<file path="src/design/gmdck_pkg.sv">
// Package for the greedy minimum-distance corner keeper.
// Holds field widths, register indexes and the word and config types.
// No dependencies.
package gmdck_pkg;

  localparam int COORD_W = 12;
  localparam int SCORE_W = 32;
  localparam int MDS_W   = 24;
  localparam int MK_W    = 9;
  localparam int KC_W    = 9;
  localparam int CFG_IDX_W = 2;

  localparam int DEF_STORE_DEPTH = 256;
  localparam int DEF_COORD_BITS  = 12;

  localparam logic [MDS_W-1:0] MDS_RESET = MDS_W'(100);
  localparam logic [MK_W-1:0]  MK_RESET  = '0;

  localparam logic [CFG_IDX_W-1:0] CFG_MIN_DIST_SQ = CFG_IDX_W'(0);
  localparam logic [CFG_IDX_W-1:0] CFG_MAX_KEEP    = CFG_IDX_W'(1);

  typedef struct packed {
    logic [MDS_W-1:0] min_dist_sq;
    logic [MK_W-1:0]  max_keep;
  } gmdck_cfg_t;

  typedef struct packed {
    logic               vld;
    logic [COORD_W-1:0] x;
    logic [COORD_W-1:0] y;
    logic [SCORE_W-1:0] score;
    logic               last;
    logic               close;
    logic               found;
    logic               taken;
    logic               lim;
  } gmdck_word_t;

endpackage

</file>
<file path="src/design/gmdck_cell.sv">
// One cell of the corner keeper chain: holds one kept corner and its slot flags.
// Checks the passing candidate word against its corner and hands it on.
// Depends on gmdck_pkg.
module gmdck_cell
  import gmdck_pkg::*;
#(
  parameter int STORE_DEPTH = DEF_STORE_DEPTH,
  parameter int CELL_IDX    = 0,
  localparam int CNT_W      = $clog2(STORE_DEPTH + 1)
) (
  input  logic              clk,
  input  logic              rst_n,
  input  logic              adv,
  input  gmdck_cfg_t        cfg,
  input  gmdck_word_t       word_i,
  input  logic [CNT_W-1:0]  cnt_i,
  output gmdck_word_t       word_o,
  output logic [CNT_W-1:0]  cnt_o
);

  localparam bit LAST_CELL = (CELL_IDX == STORE_DEPTH - 1);
  localparam int SQ_W      = 2 * COORD_W + 1;

  logic [COORD_W-1:0] st_x_r;
  logic [COORD_W-1:0] st_y_r;
  logic               st_vld_r;
  logic               blocked_r;
  gmdck_word_t        word_r;
  logic [CNT_W-1:0]   cnt_r;

  gmdck_word_t        word_nxt;
  logic [CNT_W-1:0]   cnt_nxt;
  logic [COORD_W-1:0] dx;
  logic [COORD_W-1:0] dy;
  logic [2*COORD_W-1:0] sqx;
  logic [2*COORD_W-1:0] sqy;
  logic [SQ_W-1:0]    d2;
  logic               close_here;
  logic               first_empty;
  logic               mk_hit_here;
  logic               mk_hit_next;
  logic               blk_dec;
  logic               take;

  assign dx  = (word_i.x >= st_x_r) ? (word_i.x - st_x_r) : (st_x_r - word_i.x);
  assign dy  = (word_i.y >= st_y_r) ? (word_i.y - st_y_r) : (st_y_r - word_i.y);
  assign sqx = dx * dx;
  assign sqy = dy * dy;
  assign d2  = {1'b0, sqx} + {1'b0, sqy};

  assign close_here  = st_vld_r && (d2 < SQ_W'(cfg.min_dist_sq));
  assign first_empty = word_i.vld && !st_vld_r && !word_i.found;
  assign mk_hit_here = (cfg.max_keep != '0) && (32'(cfg.max_keep) <= 32'(CELL_IDX));
  assign mk_hit_next = LAST_CELL ||
                       ((cfg.max_keep != '0) && (32'(cfg.max_keep) <= 32'(CELL_IDX + 1)));
  assign blk_dec     = blocked_r || mk_hit_here;
  assign take        = first_empty && !blk_dec && !word_i.close;

  always_comb begin
    word_nxt       = word_i;
    cnt_nxt        = cnt_i;
    word_nxt.close = word_i.close || close_here;
    if (first_empty) begin
      word_nxt.found = 1'b1;
      word_nxt.taken = take;
      word_nxt.lim   = blk_dec || (take && mk_hit_next);
      cnt_nxt        = CNT_W'(CELL_IDX) + CNT_W'(take);
    end
  end

  always_ff @(posedge clk) begin
    if (!rst_n) begin
      st_vld_r   <= 1'b0;
      blocked_r  <= 1'b0;
      word_r.vld <= 1'b0;
    end else if (adv) begin
      word_r <= word_nxt;
      cnt_r  <= cnt_nxt;
      if (word_i.vld) begin
        if (word_i.last) begin
          st_vld_r  <= 1'b0;
          blocked_r <= 1'b0;
        end else if (take) begin
          st_vld_r <= 1'b1;
        end else if (first_empty || (!st_vld_r && word_i.lim)) begin
          blocked_r <= blocked_r || blk_dec || word_i.lim;
        end
      end
    end
  end

  always_ff @(posedge clk) begin
    if (adv && take) begin
      st_x_r <= word_i.x;
      st_y_r <= word_i.y;
    end
  end

  assign word_o = word_r;
  assign cnt_o  = cnt_r;

  a_slot_excl: assert property (@(posedge clk) disable iff (!rst_n)
    !(st_vld_r && blocked_r))
    else $error("cell holds a corner and is blocked");

  a_frame_clear: assert property (@(posedge clk) disable iff (!rst_n)
    adv && word_i.vld && word_i.last |=> !st_vld_r && !blocked_r)
    else $error("frame end did not clear cell");

  a_stall_hold: assert property (@(posedge clk) disable iff (!rst_n)
    !adv |=> $stable(word_r.vld) && $stable(st_vld_r) && $stable(blocked_r))
    else $error("cell moved while stalled");

  a_take_found: assert property (@(posedge clk) disable iff (!rst_n)
    word_r.vld && word_r.taken |-> word_r.found && !word_r.close)
    else $error("candidate taken without a free slot");

endmodule

</file>
<file path="config.mk">
export PLATFORM = sky130hd
export DESIGN_NAME = gmdck_cell
export DESIGN_NICKNAME = d
export VERILOG_FILES = /design/src/design/gmdck_pkg.sv /design/src/design/gmdck_cell.sv
export SDC_FILE = /design/constraint.sdc
export NUM_CORES = 1
export LEC_CHECK = 0
export BUFFER_PORTS_ARGS = -buffer_cell sky130_fd_sc_hd__buf_2
export CAP_MARGIN = 15
export CORE_AREA = 2 2 171 173
export CTS_CLUSTER_DIAMETER = 200
export CTS_CLUSTER_SIZE = 28
export DETAILED_ROUTE_END_ITERATION = 8
export DIE_AREA = 0 0 173 175
export PLACE_DENSITY = 0.8
export SETUP_SLACK_MARGIN = 0.02
export SYNTH_ARGS = -nofsm -noshare
export SYNTH_HDL_FRONTEND = slang
export SYNTH_SLANG_ARGS = --single-unit
</file>
<file path="constraint.sdc">
create_clock -name clk -period 31.6 [get_ports clk]
set_input_delay 3.16 -clock clk [delete_from_list [all_inputs] [get_ports clk]]
set_output_delay 3.16 -clock clk [all_outputs]
set_load 0.005 [all_outputs]
</file>
==> run summary, run 1 <==
Worst r2r src -> st_y_r[0]
Layout area overhead -> 10.82%
1st-iter DRT viols -> 473
Fill cells -> 2,520
Post-CTS sizing -> 0
GRT overflow -> 0
Syn Std Cell Area -> 0.01407 mm^2
CP peak stage delay -> 0.55 ns
Post-synth cell types -> 71
Residual DRC -> 0
Layout cells sized above 1 -> 16.21%
CP Launch Point -> word_i[49]
Largest net degree at the start of global routing -> 71
Final hold vios -> 0
Crit-path slowest cell -> fa_1
Fraction of registers with async set/reset -> 0%
Die area -> 0.03028 mm^2
CP startpoint kind -> input pin
Final Max Tran Viols -> 0
Routed WL -> 29,220 um
Critical Path End Type -> register
Setup Total Neg Slack -> 0 ns
Synth Warn # -> 0
EDFF count, synth -> 94
N_diodes -> 0
Num CTS Buffers -> 9
I/O pins -> 178
GRT Util Overall -> 19.84%
Syn_area_per_cell -> 9.959 um^2
H-tree Lvls -> 3
Final Cycle Share -> 41.10%
Class of the worst hold path -> reg2reg
First-pass GRT wire length -> 48,890 um
Post-synth top cells -> 348 x inv_1, 204 x fa_1, 176 x ha_1, 130 x nor2_1, 94 x edfxtp_1
Top-count cell post-synth -> inv_1
Clock Latency Late Sink -> 0.36 ns
Wire length per cell -> 14.84 um
Status -> complete, no violations
Min Tclk post-route -> 12.99 ns
Dominant cells by area after synthesis -> fa_1 29%, edfxtp_1 20%, ha_1 16%, inv_1 9.3%, nor2_1 3.5%
Clock Sinks -> 97
Crit path max fanout -> 14
Clock skew -> 0.01485 ns
Synth top area share -> 29.02%
Top cell type by total area after synthesis -> fa_1
PortBufs -> 177
RD Place Congestion -> 0.9429
Initial antenna violation count -> 0
Starting density of the core -> 49.56%
Post-synth top flop -> edfxtp_1
CP arrival -> 13.19 ns
CTS max path bufs -> 2
Clock transition at path regs -> 0.06 ns
CORE AREA -> 0.02839 mm^2
CTS Hold Bufs -> 0
Most Frequent Cell on Critical Path -> fa_1
Final-stage net count -> 2,067
DRT Pass-1 Iters -> 4
Die W -> 173 um
Hold Crit Start -> st_vld_r
CTS root buf -> clkbuf_16
Cells after synthesis -> 1,413
DR vias/cell -> 5.137
Worst rel slew slack -> 21.71%
Critical path data required time -> 31.80 ns
Die Span Y -> 175 um
Final setup viols -> 0
Post-DRT Antenna Nets -> 0
Fmax achieved -> 0.07700 GHz
Vias -> 10,120
Core Rows -> 62
DP HPWL -> 24,990 um
Worst-Margin Slew -> 1.170 ns
Seq/Total Area, Yosys -> 20.49%
Vias in the first global route -> 10,640
Postcts setup bufs -> 0
Net Count, Synth -> 1,900
RSZ-0062 raised after global routing -> false
FF+latch count, synth -> 97
Max Cap Viol -> 0
WS Path Type -> in2reg
CTS tree -> yes
## state kept, by name (all words and copies together), names as in the netlist
| register | count |
|---|---|
| st_vld_r | 1 |
| st_x_r | 12 |
| cnt_o | 9 |
| blocked_r | 1 |
| word_o | 62 |
| st_y_r | 12 |
## area by class of cell
class                           instances  area (um^2)  share of cell area (%)
Timing Repair Buffer                  189        975.9                   6.258
Clock buffer                           10        229.0                   1.468
Sequential cell                        97         2883                   18.49
Multi-Input combinational cell        933         9661                   61.95
Clock inverter                          6        52.55                  0.3370
Inverter                              350         1314                   8.424
Tap cell                              384        480.5                   3.081
## stage by stage
step | area, um^2 | setup WS, ns | util [%] | hold WS, ns | cells
after CTS | 15600 | 18.65 | 54.93 | 0.5279 | 1969
after global placement | 15310 | 18.56 | 53.94 | 0.4927 | 1953
after detailed placement | 15310 | 18.32 | 53.94 | 0.5175 | 1953
final | 15600 | 18.61 | 54.93 | 0.5276 | 1969
after floorplan | 14070 | 19.32 | - | 0.4647 | 1413
after global routing | 15600 | 18.01 | 54.93 | 0.5471 | 1969
## routing by layer
| metal | global-route usage, % | share of wire (%) | up-vias |
|---|---|---|---|
| met5 | 0 | 0 | - |
| met4 | 7.486 | 2.8 | 0 |
| met3 | 2.698 | 5.0 | 50 |
| met2 | 36.05 | 52 | 281 |
| met1 | 23.95 | 40 | 4985 |
| li1 | - | - | 4799 |
## layout by cell type, fill, tap and decap left out, types with 16 or more instances in the layout
cell,netlist,layout
inv_1,348,348
fa_1,204,204
buf_2,17,177
ha_1,176,176
nor2_1,130,130
edfxtp_1,94,94
nand2_1,46,46
a21oi_1,43,43
o21ai_0,31,31
a21o_1,29,29
nand2b_1,28,28
xnor2_1,22,22
or2_2,21,21
nor3_1,19,19
xor2_1,17,17
mux2i_1,16,16
## critical path, delay by kind of cell
family,cells,cell delay (ns)
adders and majority gates,11,4.68
AOI/OAI and AO/OA,13,2.60
and+or+nand+nor,7,1.27
buffers and inverters,8,0.81
muxes,1,0.41
xor gates and xnor gates,2,0.23
## logic make-up after synthesis
family	Yosys count	share of synthesized area, %
buffers and inverters	383	10.88
adders and majority gates	380	44.67
and+or+nand+nor	313	10.95
AOI/OAI and AO/OA	174	8.429
DFF	97	20.49
xor gates and xnor gates	42	2.774
muxes	24	1.805
## final timing paths
| path | end | slack (ns) | cells after the start |
|---|---|---|---|
| hold reg to reg | st_vld_r | 0.53 | 2 |
| setup / recovery | word_o[3] | 18.61 | 42 |
| setup reg to reg | word_o[3] | 21.25 | 36 |
| hold / removal | st_vld_r | 0.53 | 2 |
Power of run 1 is left out: the tool's default activity adds up to more than one toggle a clock period on the data nets, which glitch-free logic cannot reach.
==> run 2, diff against run 1 <==
--- a/config.mk
+++ b/config.mk
@@ -5,13 +5,14 @@
 export SDC_FILE = /design/constraint.sdc
 export NUM_CORES = 1
 export LEC_CHECK = 0
+export ABC_AREA = 1
 export BUFFER_PORTS_ARGS = -buffer_cell sky130_fd_sc_hd__buf_2
 export CAP_MARGIN = 15
-export CORE_AREA = 2 2 171 173
+export CORE_AREA = 2 2 173 175
 export CTS_CLUSTER_DIAMETER = 200
 export CTS_CLUSTER_SIZE = 28
 export DETAILED_ROUTE_END_ITERATION = 8
-export DIE_AREA = 0 0 173 175
+export DIE_AREA = 0 0 175 177
 export PLACE_DENSITY = 0.8
 export SETUP_SLACK_MARGIN = 0.02
 export SYNTH_ARGS = -nofsm -noshare
==> constraint.sdc (replaced) <==
create_clock -name clk -period 12.3 [get_ports clk]
set_input_delay 1.23 -clock clk [delete_from_list [all_inputs] [get_ports clk]]
set_output_delay 1.23 -clock clk [all_outputs]
set_load 0.005 [all_outputs]
==> run 2 against run 1 <==
  * Routed wire length rose by 11%
  * Synthesized cell count rose by 17%
  * Hold slack got worse by 0.073 ns
  * Flip-flop and latch count did not move
  * Clock-buffer cell count fell by 1
  * Area after synthesis rose by 2.7%
  * Utilization fell by 0.23 points
  * Final area rose by 2.6%
  * First-iteration DRC count rose by 19%
  * Register-to-register slack got worse by 18 ns
  * Critical endpoint unchanged
  * Highest routed layer unchanged
==> run summary, run 2 <==
Most Frequent Cell on Critical Path -> nand2_1
Worst rel slew slack -> 45.77%
CTS max path bufs -> 2
Seq/Total Area, Yosys -> 19.95%
Hold Crit Start -> blocked_r
Vias -> 11,130
Worst-Margin Slew -> 0.8135 ns
Clock skew -> 0.01245 ns
Class of the worst hold path -> reg2reg
Met2 WL -> 16,570 um
Post-DRT Antenna Nets -> 0
Cells after synthesis -> 1,660
Fmax achieved -> 0.09964 GHz
Area of the multi-input gates -> 0.009691 mm^2
Wire length per cell -> 14.59 um
Commonest non-fill, non-tap cells in the layout -> 446 x inv_1, 275 x nand2_1, 204 x fa_1
Critical path data required time -> 12.41 ns
Post-route cell area -> 0.01600 mm^2
Die area -> 0.03098 mm^2
Net Count, Synth -> 2,147
Final Cycle Share -> 81.59%
Final Max Tran Viols -> 0
Top routing layer in use -> met4
Fill cells -> 2,611
CTS tree -> yes
CTS root buf -> clkbuf_16
RD Place Congestion -> 0.9091
Layout cells sized above 1 -> 14.13%
Simple-gate share of the synthesized area -> 15.44%
DR vias/cell -> 5.006
Mux share of post-synthesis cell area -> 0%
Die W -> 175 um
DP HPWL -> 28,150 um
Hold slack -> 0.4543 ns
Setup Total Neg Slack -> 0 ns
Postcts setup bufs -> 0
Worst Hold End -> blocked_r
RSZ-0062 raised after global routing -> false
CP arrival -> 10.14 ns
Post-Place Cell Area -> 0.01568 mm^2
Final setup viols -> 0
Max Cap Viol -> 0
DR WL met3 -> 1797 um
Core Rows -> 63
EDFF count, synth -> 94
Syn Std Cell Area -> 0.01445 mm^2
Min Tclk post-route -> 10.04 ns
Vias in the first global route -> 12,120
Starting density of the core -> 49.41%
WS Path Type -> in2reg
Final setup margin -> 2.264 ns
Worst r2r src -> st_x_r[0]
Capturing point of the worst reg2reg path -> word_o[3]
Clock transition at path regs -> 0.08 ns
Fraction of registers with async set/reset -> 0%
H-tree Lvls -> 3
First-pass GRT wire length -> 55,010 um
1st-iter DRT viols -> 565
Post-synthesis adder-cell area fraction -> 43.51%
CP peak stage delay -> 0.57 ns
N_diodes -> 0
Crit-path slowest cell -> fa_1
Hold Path Cell Cnt -> 2
Top cell type by total area after synthesis -> fa_1
Max reg flops -> 62
Final-stage net count -> 2,315
Initial antenna violation count -> 0
Post-CTS sizing -> 0
GRT Util Overall -> 22.16%
Synth Warn # -> 0
Flip-flop and latch area -> 0.002883 mm^2
Largest net degree at the start of global routing -> 66
Post-Route M1 WL -> 12,650 um
DRT Pass-1 Iters -> 5
Critical Path End Type -> register
Layout area overhead -> 10.70%
Synth top area share -> 28.26%
Post-synth top cells -> 447 x inv_1, 275 x nand2_1, 204 x fa_1, 176 x ha_1, 140 x nor2_1
Clock Sinks -> 97
R2r setup slk -> 2.88 ns
Routed WL -> 32,430 um
XOR/XNOR Fraction of Synth Area -> 2.788%
Largest family of logic cells by synthesized area -> adder cells
Top-count cell post-synth -> inv_1
Setup WS pre-CTS -> 1.986 ns
GRT overflow -> 0
Num CTS Buffers -> 9
CTS Hold Bufs -> 0
CP startpoint kind -> input pin
Post-synth cell types -> 42
I/O pins -> 178
Syn_area_per_cell -> 8.704 um^2
Post-synth top flop -> edfxtp_1
CORE AREA -> 0.02924 mm^2
Clock Latency Late Sink -> 0.35 ns
Compound-Gate Fraction of Synth Area -> 5.317%
Most common cell after layout, fill and taps aside -> inv_1
Die Span Y -> 177 um
FF+latch count, synth -> 97
Final hold vios -> 0
Worst reg2reg path depth -> 41
PortBufs -> 177
Residual DRC -> 0
Crit path max fanout -> 13
Dominant cells by area after synthesis -> fa_1 28%, edfxtp_1 20%, ha_1 15%, inv_1 12%, nand2_1 7.1%
Status -> complete, no violations
run 2: cells by family after synthesis:
family | after synthesis
AO/OA/AOI/OAI | 133
XOR/XNOR | 46
adder cells (fa/ha/maj) | 380
buffers and inverters | 480
flip-flops | 97
AND/OR/NAND/NOR | 524
run 2: critical path: cells and delay by family:
kind / cells / cell delay, ns
compound gates: 3 / 0.69
xor+xnor: 1 / 0.14
fa+ha+maj: 10 / 4.87
buf+inv: 10 / 1.10
simple gates: 19 / 2.12
run 2: how the worst max path moves through the flow:
stage / from / cells after the start / to
floorplan: word_i[49] / 43 / word_o[3]
global placement: word_i[49] / 43 / word_o[3]
detailed placement: word_i[49] / 41 / word_o[3]
CTS: word_i[49] / 43 / word_o[3]
global route: word_i[49] / 41 / word_o[3]
finish: word_i[49] / 43 / word_o[3]
run 2: cell type report:
class / count / area share (%)
clock inverters: 7 / 0.5554
flip-flops and latches: 97 / 18.02
clock buffers: 9 / 1.408
inverters: 458 / 10.75
repair buffers: 179 / 5.632
multi-input cells: 1083 / 60.58
well taps: 390 / 3.051
run 2: stage by stage:
step           util (%)  cells
3_3_place_gp      53.62   2207
4_1_cts           54.70   2223
5_1_grt           54.70   2223
6_report          54.70   2223
2_1_floorplan         -   1660
3_5_place_dp      53.62   2207
run 2: routing by layer:
layer  GRT usage [%]  vias to the layer above
li1                -                     5337
met1           24.94                     5332
met2           41.62                      371
met3           3.393                       88
met4           9.375                        0
met5               0                        -
Power of run 2 is left out for the same reason.
==> run 3, diff against run 2 <==
==> constraint.sdc (replaced) <==
create_clock -name clk -period 10.3 [get_ports clk]
set_input_delay 1.03 -clock clk [delete_from_list [all_inputs] [get_ports clk]]
set_output_delay 1.03 -clock clk [all_outputs]
set_load 0.005 [all_outputs]
==> run 3 against run 2 <==
  * Non-clock buffer count up 6
  * Setup slack worse by 1.4 ns
  * Clock-buffer cell count unchanged
  * Utilization up 0.24 points
  * Critical path depth up 1
  * Flip-flop and latch count unchanged
  * Cell count up 0.27%
  * Via count down 0.12%
  * Final area up 0.43%
  * Hold slack better by 0.0031 ns
  * Die area unchanged
==> run summary, run 3 (synthesis results as in run 2) <==
Final setup viols -> 0
Clock Sinks -> 97
Commonest non-fill, non-tap cells in the layout -> 446 x inv_1, 275 x nand2_1, 204 x fa_1
Max reg flops -> 62
Initial antenna violation count -> 0
DP HPWL -> 28,480 um
Vias -> 11,120
Wire length per cell -> 14.64 um
GRT Util Overall -> 22.53%
Status -> complete, no violations
Starting density of the core -> 49.41%
CORE AREA -> 0.02924 mm^2
Die W -> 175 um
R2r setup slk -> 1.24 ns
Worst Hold End -> blocked_r
GRT overflow -> 0
Critical Path End Type -> register
Clock transition at path regs -> 0.07 ns
Worst r2r src -> st_x_r[0]
CTS root buf -> clkbuf_16
RD Place Congestion -> 0.9245
Final Max Tran Viols -> 0
Max Cap Viol -> 0
Most Frequent Cell on Critical Path -> nand2_1
First-pass GRT wire length -> 55,770 um
Final-stage net count -> 2,321
DR vias/cell -> 4.987
CP startpoint kind -> input pin
CP arrival -> 9.58 ns
Min Tclk post-route -> 9.473 ns
I/O pins -> 178
CTS Hold Bufs -> 0
Crit path max fanout -> 13
Vias in the first global route -> 12,130
Class of the worst hold path -> reg2reg
Hold slack -> 0.4574 ns
Layout cells sized above 1 -> 14.46%
Largest net degree at the start of global routing -> 68
Residual DRC -> 0
Worst rel slew slack -> 43.11%
Die area -> 0.03098 mm^2
Placed Cells -> 2,213
Fmax achieved -> 0.1056 GHz
RSZ-0062 raised after global routing -> false
Post-DRT Antenna Nets -> 0
Setup Total Neg Slack -> 0 ns
PortBufs -> 177
CTS tree -> yes
Num CTS Buffers -> 9
Hold Path Cell Cnt -> 2
1st-iter DRT viols -> 602
CP peak stage delay -> 0.59 ns
Core Rows -> 63
Final Cycle Share -> 91.97%
Critical path data required time -> 10.41 ns
Capturing point of the worst reg2reg path -> word_o[3]
Clock skew -> 0.008272 ns
Cell family with the largest share of critical-path delay -> adder cells
Clock Latency Late Sink -> 0.35 ns
Fill cells -> 2,596
DRT Pass-1 Iters -> 5
Crit-path slowest cell -> fa_1
Routed WL -> 32,630 um
WS Path Type -> in2reg
Layout area overhead -> 11.18%
Most common cell after layout, fill and taps aside -> inv_1
H-tree Lvls -> 3
Finished Layout Cells -> 2,229
Final hold vios -> 0
Crit path buffers/inverters -> 11
Die Span Y -> 177 um
N_diodes -> 0
CTS max path bufs -> 2
Worst-Margin Slew -> 0.8534 ns
Hold Crit Start -> blocked_r
Worst reg2reg path depth -> 42
[run 3: repair_timing]
action,in CTS,in global routing
gates resized for setup,0,2
buffers inserted,0,0
setup endpoints to repair,0,1
[run 3: metal layers]
metal	GRT usage, %	wire length (um)	vias to the layer above
li1	-	-	5358
met1	26.10	12790	5332
met2	41.88	16660	349
met3	3.179	1775	76
met4	9.063	1398	0
met5	0	0	-
[run 3: worst max-delay path by stage]
stage | start | endpoint | slack, ns | cells after the start
after detailed placement | word_i[49] | word_o[3] | 0.35 | 44
final | word_i[49] | word_o[3] | 0.83 | 44
after CTS | word_i[49] | word_o[3] | 0.73 | 44
after global routing | word_i[49] | word_o[3] | 0.14 | 43
after floorplan | word_i[49] | word_o[3] | 1.44 | 43
after global placement | word_i[49] | word_o[3] | 0.58 | 44
[run 3: final cells by class]
| class | instances | area (um^2) | area share, % |
|---|---|---|---|
| Multi-Input combinational cell | 1083 | 9693 | 60.34 |
| Timing Repair Buffer | 185 | 945.9 | 5.888 |
| Sequential cell | 97 | 2883 | 17.95 |
| Tap cell | 390 | 488.0 | 3.038 |
| Inverter | 458 | 1719 | 10.70 |
| Clock inverter | 7 | 110.1 | 0.6854 |
| Clock buffer | 9 | 225.2 | 1.402 |
[run 3: per-stage QoR]
stage          setup WS, ns  utilization [%]  cell area (um^2)
5_1_grt              0.1444            54.93             16060
4_1_cts              0.7301            54.92             16060
3_3_place_gp         0.5807            53.78             15730
6_report             0.8267            54.93             16060
2_1_floorplan         1.441                -             14450
3_5_place_dp         0.3460            53.78             15730
[run 3: worst min-delay path, stage by stage (launching register included)]
cell and delay [ns]:
dfxtp_1 0.31, inv_1 0.05, a21oi_1 0.05
Power of run 3 is left out for the same reason.
